`src/rtl/core/sgp_pkg.sv`:
```
`timescale 1ns / 1ps
// ----------------------------------------------------------------------------
// sgp_pkg
// Types and constants shared by the serial gamepad port modules.
// ----------------------------------------------------------------------------
package sgp_pkg;

   // Bus operation codes carried in a request word
   typedef enum logic [2:0] {
      OP_READ_DATA    = 3'd0,
      OP_READ_STATUS  = 3'd1,
      OP_WRITE_DATA   = 3'd2,
      OP_WRITE_STATUS = 3'd3,
      OP_WRITE_CTRL   = 3'd4,
      OP_TICK         = 3'd5
   } op_type;

   // Poll exchange progress
   typedef enum logic [2:0] {
      XS_IDLE  = 3'd0,
      XS_SEL   = 3'd1,
      XS_ID    = 3'd2,
      XS_READY = 3'd3,
      XS_LOW   = 3'd4,
      XS_HIGH  = 3'd5,
      XS_DONE  = 3'd6
   } xstate_type;

   // Configuration register indexes
   localparam logic CSR_PAD_ID    = 1'b0;
   localparam logic CSR_ACK_DELAY = 1'b1;

   localparam logic [7:0]  PAD_ID_RESET    = 8'd65;
   localparam logic [15:0] ACK_DELAY_RESET = 16'd100;

   // Protocol bytes
   localparam logic [7:0] BYTE_SELECT = 8'h01;
   localparam logic [7:0] BYTE_POLL   = 8'h42;
   localparam logic [7:0] BYTE_READY  = 8'h5A;
   localparam logic [7:0] BYTE_IDLE   = 8'hFF;

   // Status bit positions
   localparam int STAT_TX_READY = 0;
   localparam int STAT_RX_READY = 1;
   localparam int STAT_ACK      = 7;
   localparam int STAT_IRQ      = 9;

   // Control bit positions
   localparam int CTL_SELECT = 1;
   localparam int CTL_IRQ_ACK = 4;
   localparam int CTL_RESET  = 6;
   localparam int CTL_IRQ_EN = 12;

   typedef struct packed {
      logic [2:0]  operation;
      logic [15:0] write_value;
      logic [15:0] tick_cycles;
      logic [15:0] button_lines;
      logic        pad_present;
   } req_type;

   typedef struct packed {
      logic [9:0] read_value;
      logic       irq_request;
   } rsp_type;

endpackage

```
`src/rtl/core/serial_gamepad_port.sv`:
```
`timescale 1ns / 1ps
// ----------------------------------------------------------------------------
// serial_gamepad_port
// Bus-mapped gamepad port: poll exchange, status, acknowledge countdown.
// ----------------------------------------------------------------------------
// Takes one word per clock while req_stall is low, either a bus access or a
// tick, and returns one result word for each, in order. A word is captured in
// an input register; when the output register can take its result, the port
// state is updated and the result lands in the output register, which drives
// rsp_valid. Words flow at one per cycle while the reply channel does not
// stall. The port state update is combinational. While the output register
// is full and stalled, one more word waits in the input register, then
// req_stall rises. Configuration writes (pad_id at index 0, ack_delay at
// index 1) take effect at the next edge and belong to idle periods.
// ----------------------------------------------------------------------------
module serial_gamepad_port (
   input  logic             clock,
   input  logic             reset,
   input  logic             req_valid,
   output logic             req_stall,
   input  sgp_pkg::req_type req_data,
   output logic             rsp_valid,
   input  logic             rsp_stall,
   output sgp_pkg::rsp_type rsp_data,
   input  logic             csr_wr_en,
   input  logic             csr_index,
   input  logic [15:0]      csr_wdata
);

   logic             in_valid_ff;
   sgp_pkg::req_type in_data_ff;
   logic             out_valid_ff;
   sgp_pkg::rsp_type out_data_ff;
   sgp_pkg::rsp_type step_rsp;
   logic             advance;

   // Process the held word when the output register can take its result
   assign advance   = in_valid_ff && (!out_valid_ff || !rsp_stall);
   assign req_stall = in_valid_ff && !advance;

   sgp_core u_core (
      .clock    (clock),
      .reset    (reset),
      .step_en  (advance),
      .step_req (in_data_ff),
      .step_rsp (step_rsp),
      .csr_wr_en(csr_wr_en),
      .csr_index(csr_index),
      .csr_wdata(csr_wdata)
   );

   // Input register
   always_ff @(posedge clock) begin
      if (reset) begin
         in_valid_ff <= 1'b0;
      end else if (!req_stall) begin
         in_valid_ff <= req_valid;
      end
   end

   always_ff @(posedge clock) begin
      if (!req_stall && req_valid) begin
         in_data_ff <= req_data;
      end
   end

   // Output register
   always_ff @(posedge clock) begin
      if (reset) begin
         out_valid_ff <= 1'b0;
      end else if (advance) begin
         out_valid_ff <= 1'b1;
      end else if (!rsp_stall) begin
         out_valid_ff <= 1'b0;
      end
   end

   always_ff @(posedge clock) begin
      if (advance) begin
         out_data_ff <= step_rsp;
      end
   end

   assign rsp_valid = out_valid_ff;
   assign rsp_data  = out_data_ff;

endmodule

```
`src/rtl/core/sgp_core.sv`:
```
`timescale 1ns / 1ps
// ----------------------------------------------------------------------------
// sgp_core
// Port state and its next-state update for one bus access or tick.
// ----------------------------------------------------------------------------
module sgp_core (
   input  logic             clock,
   input  logic             reset,
   input  logic             step_en,
   input  sgp_pkg::req_type step_req,
   output sgp_pkg::rsp_type step_rsp,
   input  logic             csr_wr_en,
   input  logic             csr_index,
   input  logic [15:0]      csr_wdata
);

   logic [7:0]          pad_id_ff;
   logic [15:0]         ack_delay_ff;
   sgp_pkg::xstate_type xstate_ff, xstate_in;
   logic [7:0]          rx_byte_ff, rx_byte_in;
   logic                rx_ready_ff, rx_ready_in;
   logic [9:0]          status_ff, status_in;
   logic [15:0]         ctrl_ff, ctrl_in;
   logic [15:0]         countdown_ff, countdown_in;
   sgp_pkg::op_type     op;
   logic [7:0]          tx_byte;
   logic                ack;
   logic [7:0]          ack_byte;

   assign op      = sgp_pkg::op_type'(step_req.operation);
   assign tx_byte = step_req.write_value[7:0];

   // Configuration registers
   always_ff @(posedge clock) begin
      if (reset) begin
         pad_id_ff    <= sgp_pkg::PAD_ID_RESET;
         ack_delay_ff <= sgp_pkg::ACK_DELAY_RESET;
      end else if (csr_wr_en) begin
         case (csr_index)
            sgp_pkg::CSR_PAD_ID:    pad_id_ff    <= csr_wdata[7:0];
            sgp_pkg::CSR_ACK_DELAY: ack_delay_ff <= csr_wdata;
            default: ;
         endcase
      end
   end

   // Next state and result for the word in flight
   always_comb begin
      xstate_in    = xstate_ff;
      rx_byte_in   = rx_byte_ff;
      rx_ready_in  = rx_ready_ff;
      status_in    = status_ff;
      ctrl_in      = ctrl_ff;
      countdown_in = countdown_ff;
      step_rsp     = '0;
      ack          = 1'b0;
      ack_byte     = sgp_pkg::BYTE_IDLE;

      case (op)
         sgp_pkg::OP_READ_DATA: begin
            status_in[sgp_pkg::STAT_RX_READY] = 1'b0;
            step_rsp.read_value = {2'b00, rx_byte_ff};
         end
         sgp_pkg::OP_READ_STATUS: begin
            step_rsp.read_value = status_ff;
            step_rsp.read_value[sgp_pkg::STAT_TX_READY] = 1'b1;
            if (rx_ready_ff) begin
               step_rsp.read_value[sgp_pkg::STAT_RX_READY] = 1'b1;
            end
         end
         sgp_pkg::OP_WRITE_DATA: begin
            if (!step_req.pad_present) begin
               rx_byte_in = sgp_pkg::BYTE_IDLE;
            end else begin
               case (xstate_ff)
                  sgp_pkg::XS_SEL: begin
                     if (tx_byte == sgp_pkg::BYTE_POLL) begin
                        ack       = 1'b1;
                        ack_byte  = pad_id_ff;
                        xstate_in = sgp_pkg::XS_ID;
                     end else begin
                        xstate_in = sgp_pkg::XS_IDLE;
                     end
                  end
                  sgp_pkg::XS_ID: begin
                     ack       = 1'b1;
                     ack_byte  = sgp_pkg::BYTE_READY;
                     xstate_in = sgp_pkg::XS_READY;
                  end
                  sgp_pkg::XS_READY: begin
                     ack       = 1'b1;
                     ack_byte  = step_req.button_lines[7:0];
                     xstate_in = sgp_pkg::XS_LOW;
                  end
                  sgp_pkg::XS_LOW: begin
                     ack       = 1'b1;
                     ack_byte  = step_req.button_lines[15:8];
                     xstate_in = sgp_pkg::XS_HIGH;
                  end
                  sgp_pkg::XS_HIGH: xstate_in = sgp_pkg::XS_DONE;
                  sgp_pkg::XS_DONE: xstate_in = sgp_pkg::XS_IDLE;
                  default: begin
                     // idle, and the unused code that behaves as idle
                     if (tx_byte == sgp_pkg::BYTE_SELECT) begin
                        ack       = 1'b1;
                        xstate_in = sgp_pkg::XS_SEL;
                     end else begin
                        xstate_in = sgp_pkg::XS_IDLE;
                     end
                  end
               endcase
               rx_byte_in = ack_byte;
               if (ack) begin
                  rx_ready_in                  = 1'b1;
                  status_in[sgp_pkg::STAT_ACK] = 1'b1;
                  countdown_in                 = ack_delay_ff;
               end
            end
         end
         sgp_pkg::OP_WRITE_STATUS: begin
            status_in[sgp_pkg::STAT_IRQ] = 1'b0;
         end
         sgp_pkg::OP_WRITE_CTRL: begin
            ctrl_in = step_req.write_value;
            if (step_req.write_value[sgp_pkg::CTL_IRQ_ACK]) begin
               status_in[sgp_pkg::STAT_IRQ] = 1'b0;
            end
            if (step_req.write_value[sgp_pkg::CTL_RESET]) begin
               xstate_in   = sgp_pkg::XS_IDLE;
               status_in   = '0;
               rx_ready_in = 1'b0;
            end
            // select released: drop back to idle
            if (ctrl_ff[sgp_pkg::CTL_SELECT] && !step_req.write_value[sgp_pkg::CTL_SELECT]) begin
               xstate_in   = sgp_pkg::XS_IDLE;
               rx_ready_in = 1'b0;
            end
         end
         sgp_pkg::OP_TICK: begin
            if (countdown_ff != '0) begin
               if (step_req.tick_cycles >= countdown_ff) begin
                  countdown_in = '0;
                  if (ctrl_ff[sgp_pkg::CTL_IRQ_EN]) begin
                     status_in[sgp_pkg::STAT_IRQ] = 1'b1;
                     step_rsp.irq_request         = 1'b1;
                  end
               end else begin
                  countdown_in = countdown_ff - step_req.tick_cycles;
               end
            end
         end
         default: ;
      endcase
   end

   // Port state registers
   always_ff @(posedge clock) begin
      if (reset) begin
         xstate_ff    <= sgp_pkg::XS_IDLE;
         rx_byte_ff   <= sgp_pkg::BYTE_IDLE;
         rx_ready_ff  <= 1'b0;
         status_ff    <= '0;
         ctrl_ff      <= '0;
         countdown_ff <= '0;
      end else if (step_en) begin
         xstate_ff    <= xstate_in;
         rx_byte_ff   <= rx_byte_in;
         rx_ready_ff  <= rx_ready_in;
         status_ff    <= status_in;
         ctrl_ff      <= ctrl_in;
         countdown_ff <= countdown_in;
      end
   end

endmodule

```
`config.mk`:
```
export PLATFORM = sky130hd
export DESIGN_NAME = serial_gamepad_port
export DESIGN_NICKNAME = d
export VERILOG_FILES = /design/src/rtl/core/sgp_pkg.sv /design/src/rtl/core/serial_gamepad_port.sv /design/src/rtl/core/sgp_core.sv
export SDC_FILE = /design/constraint.sdc
export NUM_CORES = 1
export LEC_CHECK = 0
export ABC_CLOCK_PERIOD_IN_PS = 4000
export CORE_MARGIN = 2
export CORE_UTILIZATION = 60
export DETAILED_ROUTE_END_ITERATION = 16
export DONT_BUFFER_PORTS = 1
export PLACE_DENSITY = 0.76
export SYNTH_ARGS = -nofsm -noshare
export SYNTH_HDL_FRONTEND = slang
export SYNTH_SLANG_ARGS = --single-unit
```
`constraint.sdc`:
```
create_clock -name clock -period 4 [get_ports clock]
set_input_delay 0.4 -clock clock [delete_from_list [all_inputs] [get_ports clock]]
set_output_delay 0.4 -clock clock [all_outputs]
set_load 0.01 [all_outputs]
```
==> results of run 1 <==
state kept, by name, indices dropped and copies added, names as in the netlist:
| name | flops |
|---|---|
| u_core.rx_byte_ff | 8 |
| u_core.ack_delay_ff | 16 |
| rsp_valid | 1 |
| u_core.pad_id_ff | 8 |
| u_core.ctrl_ff | 2 |
| rsp_data | 10 |
| u_core.countdown_ff | 16 |
| u_core.xstate_ff | 3 |
| in_valid_ff | 1 |
| in_data_ff | 45 |
| u_core.rx_ready_ff | 1 |
| u_core.status_ff | 2 |
power groups by stage:
stage | Combinational [mW] | Clock, mW | Sequential [mW]
6_report | 0.237 | 1.50 | 1.30
3_5_place_dp | 0.174 | 0 | 1.33
3_3_place_gp | 0.169 | 0 | 1.33
5_1_grt | 0.261 | 1.56 | 1.31
4_1_cts | 0.229 | 1.51 | 1.30
2_1_floorplan | 0.153 | 0 | 1.32
cells by family after synthesis:
logic type	Yosys count
fa+ha+maj	17
simple gates	208
xor+xnor	9
buf+inv	59
flops	113
compound gates	158
other cells	1
mux	6
worst paths after layout:
kind                                     start                              endpoint  slack (ns)  cells after the start
min reg2reg  u_core.rx_byte_ff[3]$_SDFFE_PP1P_     u_core.rx_byte_ff[3]$_SDFFE_PP1P_        0.45                      1
max reg2reg           in_data_ff[30]$_DFFE_PP_  u_core.countdown_ff[15]$_SDFFE_PP0P_        1.11                      8
max                   in_data_ff[30]$_DFFE_PP_  u_core.countdown_ff[15]$_SDFFE_PP0P_        1.11                      8
min                               csr_wdata[2]   u_core.ack_delay_ff[2]$_SDFFE_PP1P_      -0.002                      2
placed cells by master (no fill, tap or decap), types with 4 or more instances in the layout:
master / netlist / routed
a211o_1: 11 / 11
a211oi_1: 11 / 11
a21o_1: 5 / 5
a21oi_1: 47 / 47
a22oi_1: 7 / 7
a311oi_1: 5 / 5
a31oi_1: 9 / 9
and2_1: 9 / 9
clkbuf_16: 0 / 16
dfxtp_1: 58 / 58
dlygate4sd3_1: 0 / 57
edfxtp_1: 55 / 55
ha_1: 16 / 16
inv_1: 27 / 27
inv_6: 0 / 6
mux2i_1: 4 / 4
nand2_1: 94 / 94
nand2b_1: 7 / 7
nand3_1: 9 / 9
nand3b_1: 7 / 7
nand4_1: 6 / 6
nor2_1: 34 / 34
nor2b_1: 8 / 7
nor3_1: 9 / 9
nor4_1: 5 / 5
o21a_1: 4 / 4
o21ai_0: 31 / 31
o22ai_1: 5 / 5
or3_1: 7 / 7
xnor2_1: 4 / 4
xor2_1: 5 / 5
through the flow:
| stage | total power, mW | area (µm²) | setup WS, ns | hold slack, ns |
|---|---|---|---|---|
| floorplan | 1.47 | 5470 | 0.890 | 0.427 |
| global placement | 1.50 | 5480 | 1.24 | 0.437 |
| detailed placement | 1.50 | 5480 | 1.16 | 0.443 |
| CTS | 3.04 | 6610 | 1.12 | 0.000115 |
| global route | 3.13 | 6660 | 0.891 | 0.000229 |
| finish | 3.04 | 6660 | 1.11 | -0.00206 |
per-layer routing:
| layer | track usage [%] | wire length (µm) | share of wire, % |
|---|---|---|---|
| met5 | 0 | 0 | 0 |
| met4 | 8.75 | 192 | 1.4 |
| met3 | 8.85 | 1130 | 8.5 |
| met2 | 43.7 | 6160 | 46 |
| met1 | 38.6 | 5860 | 44 |
cells in the mapped netlist (3+ instances only):
cell       n
nand3b_1   7
a31oi_1    9
o211ai_1   3
dfxtp_1   58
a21oi_1   47
nand4_1    6
o21a_1     4
nor2b_1    8
o22ai_1    5
a21o_1     5
o31ai_1    3
nand3_1    9
and3_1     3
mux2i_1    4
xor2_1     5
nand2_1   94
a211o_1   11
a22oi_1    7
buf_4      5
nor3_1     9
clkbuf_1  20
nand2b_1   7
inv_1     27
ha_1      16
and2_1     9
nor4_1     5
nor2_1    34
or3_1      7
o21ai_0   31
a211oi_1  11
buf_2      3
xnor2_1    4
a311oi_1   5
edfxtp_1  55
cell type report:
cell class,count,area [µm²],share of cell area (%)
flip-flops and latches,113,2810,42.2
multi-input cells,399,2400,36.1
repair buffers,61,621,9.32
clock buffers,17,414,6.22
clock inverters,15,174,2.61
well taps,108,135,2.03
inverters,27,101,1.52
what timing repair did:
item,in CTS,in global routing
resized for setup,0,0
hold buffers,53,5
hold endpoints to repair,101,5
==> metrics, run 1 <==
Slew Limit Fails 0; Finished Layout Cells 740; Crit path largest cell delay 0.50 ns; Top Family by Delay on Critical Path compound AO/OA/AOI/OAI gates; final hold vios 1; H-tree depth 4; drt wl/cell 18.0 µm; worst hold slack -0.00206 ns; crit path time final 2.89 ns; xor/xnor cell area share of the yosys netlist 1.44%; Synth Net Count 662; Worst slew margin 49.5%; clk_skew 0.00873 ns; Switching Fraction 24.9%; TritonCTS buffer count 17; clock transition at the registers of the reported paths 0.06 ns; detailed placer's ending HPWL 8270 µm; Fmax 0.346 GHz; part of the Yosys area used for sequential elements 51.4%; Slowest cell on crit path ha_1; antenna violations before repair 0; CP Max Fanout 17; total track usage 28.3%; Compound-Gate Fraction of Synth Area 19.1%; Vias/cell 6.04; drt pass-1 iters 7; crit path kind reg2reg; CTS tree done; unrepaired setup endpoints after global routing false; setup bufs post-CTS 0; layout overhead on the synthesized area 21.8%; Distinct cells, synth 61; Hold Path Class in2reg; post-synth top area cell edfxtp_1; IO buf count 0; Combinational Power Share 7.8%; drc violations 0; DP Cell Count 650; Setup violations, final 0; DR iter-0 viols 339; top cells by area, synth edfxtp_1, dfxtp_1, nand2_1; Worst-Skew Late Latency 0.54 ns; vias 4473; sequential share of power 42.9%; crit-path cells inv_1 -> ha_1 -> nand3_2 -> or2_2 -> o32a_1 -> a21oi_4 -> o21ai_0 -> a311oi_1; Routed WL 13300 µm; I/O pins 87; post-synthesis register bit count 113; Core ar. 8760 µm²; leakage dissipation 2.50 nW; die height 99.5 µm; post-synthesis adder-cell area fraction 4.03%; Power Dens Cells 457 nW/µm²; clk buf depth 2; FP Rows 34; Post-Synth Simple-Gate Area 18.0%; CTS Root Cell clkbuf_8; grt ovf 0; Die Area 9890 µm²; total negative slack 0 ns; VDD IR max 0.337 mV; mux contribution to synthesized area 1.14%; vias in the first global route 4384; asr flop ratio synth 0%; largest net degree at the start of global routing 57; endpoint class of the critical path register; Worst Path Required 4.44 ns; Die X 99.5 µm; CP Buf/Inv Count 1; Int Power 2.28 mW; first-pass GRT wire length 21500 µm; Worst Tran Pin Value 0.756 ns; share of the synthesized area in the top cell type 30.2%; failing checks hold timing; Initial Util 62.4%; Switch Pwr 0.758 mW; Clk pwr share 49.3%; number of synthesized flops with an enable pin 55; fin crit share 72.3%; share of layout cells above drive strength 1 7.75%; syn avg cell area 9.58 µm²; Post-Synthesis Cells 571; Warnings, synthesis 0; nets 710; Synth Flop Type dfxtp_1; antenna viol nets, final 0; largest family of logic cells by synthesized area compound AO/OA/AOI/OAI gates; gpl congestion 0.888; CP arrival 3.34 ns; number of max-cap violations 0; nature of the critical path startpoint register; ant diodes 0; Mapped Area 5470 µm²; Filler Cells Inserted 611; # clock sinks 113; run status complete, but fails checks; Final Core Density 76.0%
No activity file was read; power rests on OpenSTA's default activity.
==> run 2, diff against run 1 <==
--- a/config.mk
+++ b/config.mk
@@ -5,7 +5,7 @@
 export SDC_FILE = /design/constraint.sdc
 export NUM_CORES = 1
 export LEC_CHECK = 0
-export ABC_CLOCK_PERIOD_IN_PS = 4000
+export ABC_CLOCK_PERIOD_IN_PS = 2900
 export CORE_MARGIN = 2
 export CORE_UTILIZATION = 60
 export DETAILED_ROUTE_END_ITERATION = 16
==> constraint.sdc (replaced) <==
create_clock -name clock -period 2.9 [get_ports clock]
set_input_delay 0.29 -clock clock [delete_from_list [all_inputs] [get_ports clock]]
set_output_delay 0.29 -clock clock [all_outputs]
set_load 0.01 [all_outputs]
==> run 2 against run 1 <==
Net effect:
- the run now ends clean
- largest power group unchanged
- worst hold slack better by 0.067 ns
- combinational power increased by 47%
- via count increased by 4.0%
- sequential power rose by 38%
- cell count increased by 2.3%
- highest routed layer unchanged
- clock power rose by 41%
==> metrics, run 2 (synthesized netlist as in run 1, its figures left out) <==
IO buf count 0 (unchanged); Hold Path Class in2reg (unchanged); endpoint class of the critical path register (unchanged); R2R Path End u_core.countdown_ff[7]$_SDFFE_PP0P_ (was u_core.countdown_ff[15]$_SDFFE_PP0P_); first-pass GRT wire length 22800 µm (was 21500 µm); Switching Fraction 25.7% (was 24.9%); Die X 99.5 µm (unchanged); Filler Cells Inserted 569 (was 611); # clock sinks 113 (unchanged); total track usage 30.1% (was 28.3%); commonest non-fill, non-tap cell in the layout nand2_1 (unchanged); Int Power 3.16 mW (was 2.28 mW); multi-input logic area 2400 µm² (unchanged); CP arrival 3.03 ns (was 3.34 ns); Top Family by Delay on Critical Path compound AO/OA/AOI/OAI gates (unchanged); VDD IR max 0.557 mV (was 0.337 mV); R2R Path Start u_core.countdown_ff[0]$_SDFFE_PP0P_ (was in_data_ff[30]$_DFFE_PP_); hold-critical path depth 3 (was 2); crit-path cells inv_1 -> ha_1 -> inv_1 -> fa_1 -> a21o_1 -> a221oi_1 -> buf_4 -> o32a_1 -> a21oi_4 -> buf_12 -> a32oi_1 -> a211oi_1 (was inv_1 -> ha_1 -> nand3_2 -> or2_2 -> o32a_1 -> a21oi_4 -> o21ai_0 -> a311oi_1); crit path time final 2.63 ns (was 2.89 ns); vias 4652 (was 4473); final hold vios 0 (was 1); die height 99.5 µm (unchanged); Worst-Skew Late Latency 0.54 ns (about the same); leakage dissipation 2.59 nW (was 2.50 nW); worst reg2reg path depth 12 (was 8); Die Area 9890 µm² (unchanged); I/O pins 87 (unchanged); CP Max Fanout 9 (was 17); hold worst-path end u_core.pad_id_ff[7]$_SDFFE_PP0P_ (was u_core.ack_delay_ff[2]$_SDFFE_PP1P_); crit-path most repeated cell inv_1; unrepaired setup endpoints after global routing false (unchanged); CP Launch Point u_core.countdown_ff[0]$_SDFFE_PP0P_ (was in_data_ff[30]$_DFFE_PP_); Switch Pwr 1.09 mW (was 0.758 mW); Worst Tran Pin Value 0.773 ns (was 0.756 ns); detailed placer's ending HPWL 8630 µm (was 8270 µm); Routed WL 14400 µm (was 13300 µm); CTS Root Cell clkbuf_8 (unchanged); Slew Limit Fails 0 (unchanged); vias in the first global route 4565 (was 4384); drt wl/cell 19.0 µm (was 18.0 µm); H-tree depth 4 (unchanged); clock transition at the registers of the reported paths 0.06 ns (about the same); total negative slack 0 ns (unchanged); Placement Cell Area 5540 µm² (was 5480 µm²); CP Buf/Inv Count 4 (was 1); number of flip-flops under the largest register name 45 (unchanged); FF/Latch Area 2810 µm² (unchanged); ant diodes 0 (unchanged); Initial Util 62.4% (unchanged); Combinational Power Share 8.2% (was 7.8%); clk_skew 0.0154 ns (was 0.00873 ns); share of layout cells above drive strength 1 9.09% (was 7.75%); nets 727 (was 710); TritonCTS buffer count 17 (unchanged); Power Dens Cells 625 nW/µm² (was 457 nW/µm²); most frequent cells in the layout nand2_1, dlygate4sd3_1, dfxtp_1 (was nand2_1, dfxtp_1, dlygate4sd3_1); R2R Setup Slk 0.27 ns (was 1.11 ns); FP Rows 34 (unchanged); Clk pwr share 49.5% (was 49.3%); antenna violations before repair 0 (unchanged); Largest regs in_data_ff x45, u_core.ack_delay_ff x16, u_core.countdown_ff x16 (unchanged); Worst slew margin 48.5% (was 49.5%); run status finished clean (was complete, but fails checks); Setup violations, final 0 (unchanged); nature of the critical path startpoint register (unchanged); fin crit share 90.6% (was 72.3%); Core ar. 8760 µm² (unchanged); Vias/cell 6.15 (was 6.04); drt pass-1 iters 6 (was 7); CTS tree done (unchanged); largest net degree at the start of global routing 60 (was 57); number of max-cap violations 0 (unchanged); grt ovf 0 (unchanged); Crit path largest cell delay 0.43 ns (was 0.50 ns); sequential share of power 42.3% (was 42.9%); Worst Path Required 3.30 ns (was 4.44 ns); most flop-heavy register in_data_ff (unchanged); Fmax 0.381 GHz (was 0.346 GHz); crit path kind reg2reg (unchanged); drc violations 0 (unchanged); clk buf depth 2 (unchanged); gpl congestion 0.900 (was 0.888); final instance area 6820 µm² (was 6660 µm²); antenna viol nets, final 0 (unchanged); Slowest cell on crit path fa_1 (was ha_1); final total power 4.26 mW (was 3.04 mW); DR iter-0 viols 384 (was 339); layout overhead on the synthesized area 24.7% (was 21.8%); Hold Crit Start csr_index (was csr_wdata[2])
[run 2: worst reg2reg max path, cell delays in order, from the launching register on]
cell and delay, ns:
dfxtp_1 0.33, inv_1 0.07, ha_1 0.14, inv_1 0.05, fa_1 0.43, a21o_1 0.19
a221oi_1 0.32, buf_4 0.21, o32a_1 0.21, a21oi_4 0.12, buf_12 0.17, a32oi_1 0.18
a211oi_1 0.09
[run 2: how the worst max path moves through the flow]
stage / to / slack [ns] / cells past startpoint
2_1_floorplan: u_core.status_ff[9]$_SDFFE_PP0P_ / 0.41 / 11
3_3_place_gp: u_core.countdown_ff[15]$_SDFFE_PP0P_ / 0.27 / 8
3_5_place_dp: u_core.countdown_ff[15]$_SDFFE_PP0P_ / 0.24 / 8
4_1_cts: u_core.countdown_ff[15]$_SDFFE_PP0P_ / 0.20 / 8
5_1_grt: u_core.countdown_ff[7]$_SDFFE_PP0P_ / 0.12 / 12
6_report: u_core.countdown_ff[7]$_SDFFE_PP0P_ / 0.27 / 12
[run 2: repair_timing]
action	CTS	global route
buffers inserted	0	3
endpoints found under the setup margin	0	1
gates resized for setup	0	0
hold endpoints to repair	103	0
hold buffers	64	0
[run 2: cell type report]
cell class                      instances  share of cell area (%)
Inverter                               27                    1.49
Multi-Input combinational cell        399                    35.3
Timing Repair Buffer                   78                    11.4
Tap cell                              108                    1.98
Clock inverter                         15                    2.55
Clock buffer                           17                    6.08
Sequential cell                       113                    41.3
[run 2: per-stage QoR]
stage               hold WS [ns]  utilization, %  worst slack (ns)  std cells
detailed placement         0.368            63.2             0.235        658
finish                    0.0653            77.8             0.274        757
CTS                       0.0350            77.4             0.197        754
global route              0.0752            77.8             0.121        757
global placement           0.366            63.2             0.272        658
floorplan                  0.389               -             0.413        571
[run 2: metal layers]
metal / wire length [µm] / track usage, % / vias up
met1: 6270 / 39.8 / 2209
met4: 229 / 10.2 / 0
met5: 0 / 0 / -
li1: - / - / 2202
met3: 1040 / 8.43 / 26
met2: 6830 / 48.1 / 215
[run 2: power by group through the flow]
stage          logic, mW  registers (mW)  clock network (mW)
2_1_floorplan      0.211            1.81                   0
3_3_place_gp       0.241            1.83                   0
3_5_place_dp       0.249            1.83                   0
4_1_cts            0.338            1.80                2.09
5_1_grt            0.381            1.81                2.18
6_report           0.348            1.80                2.11
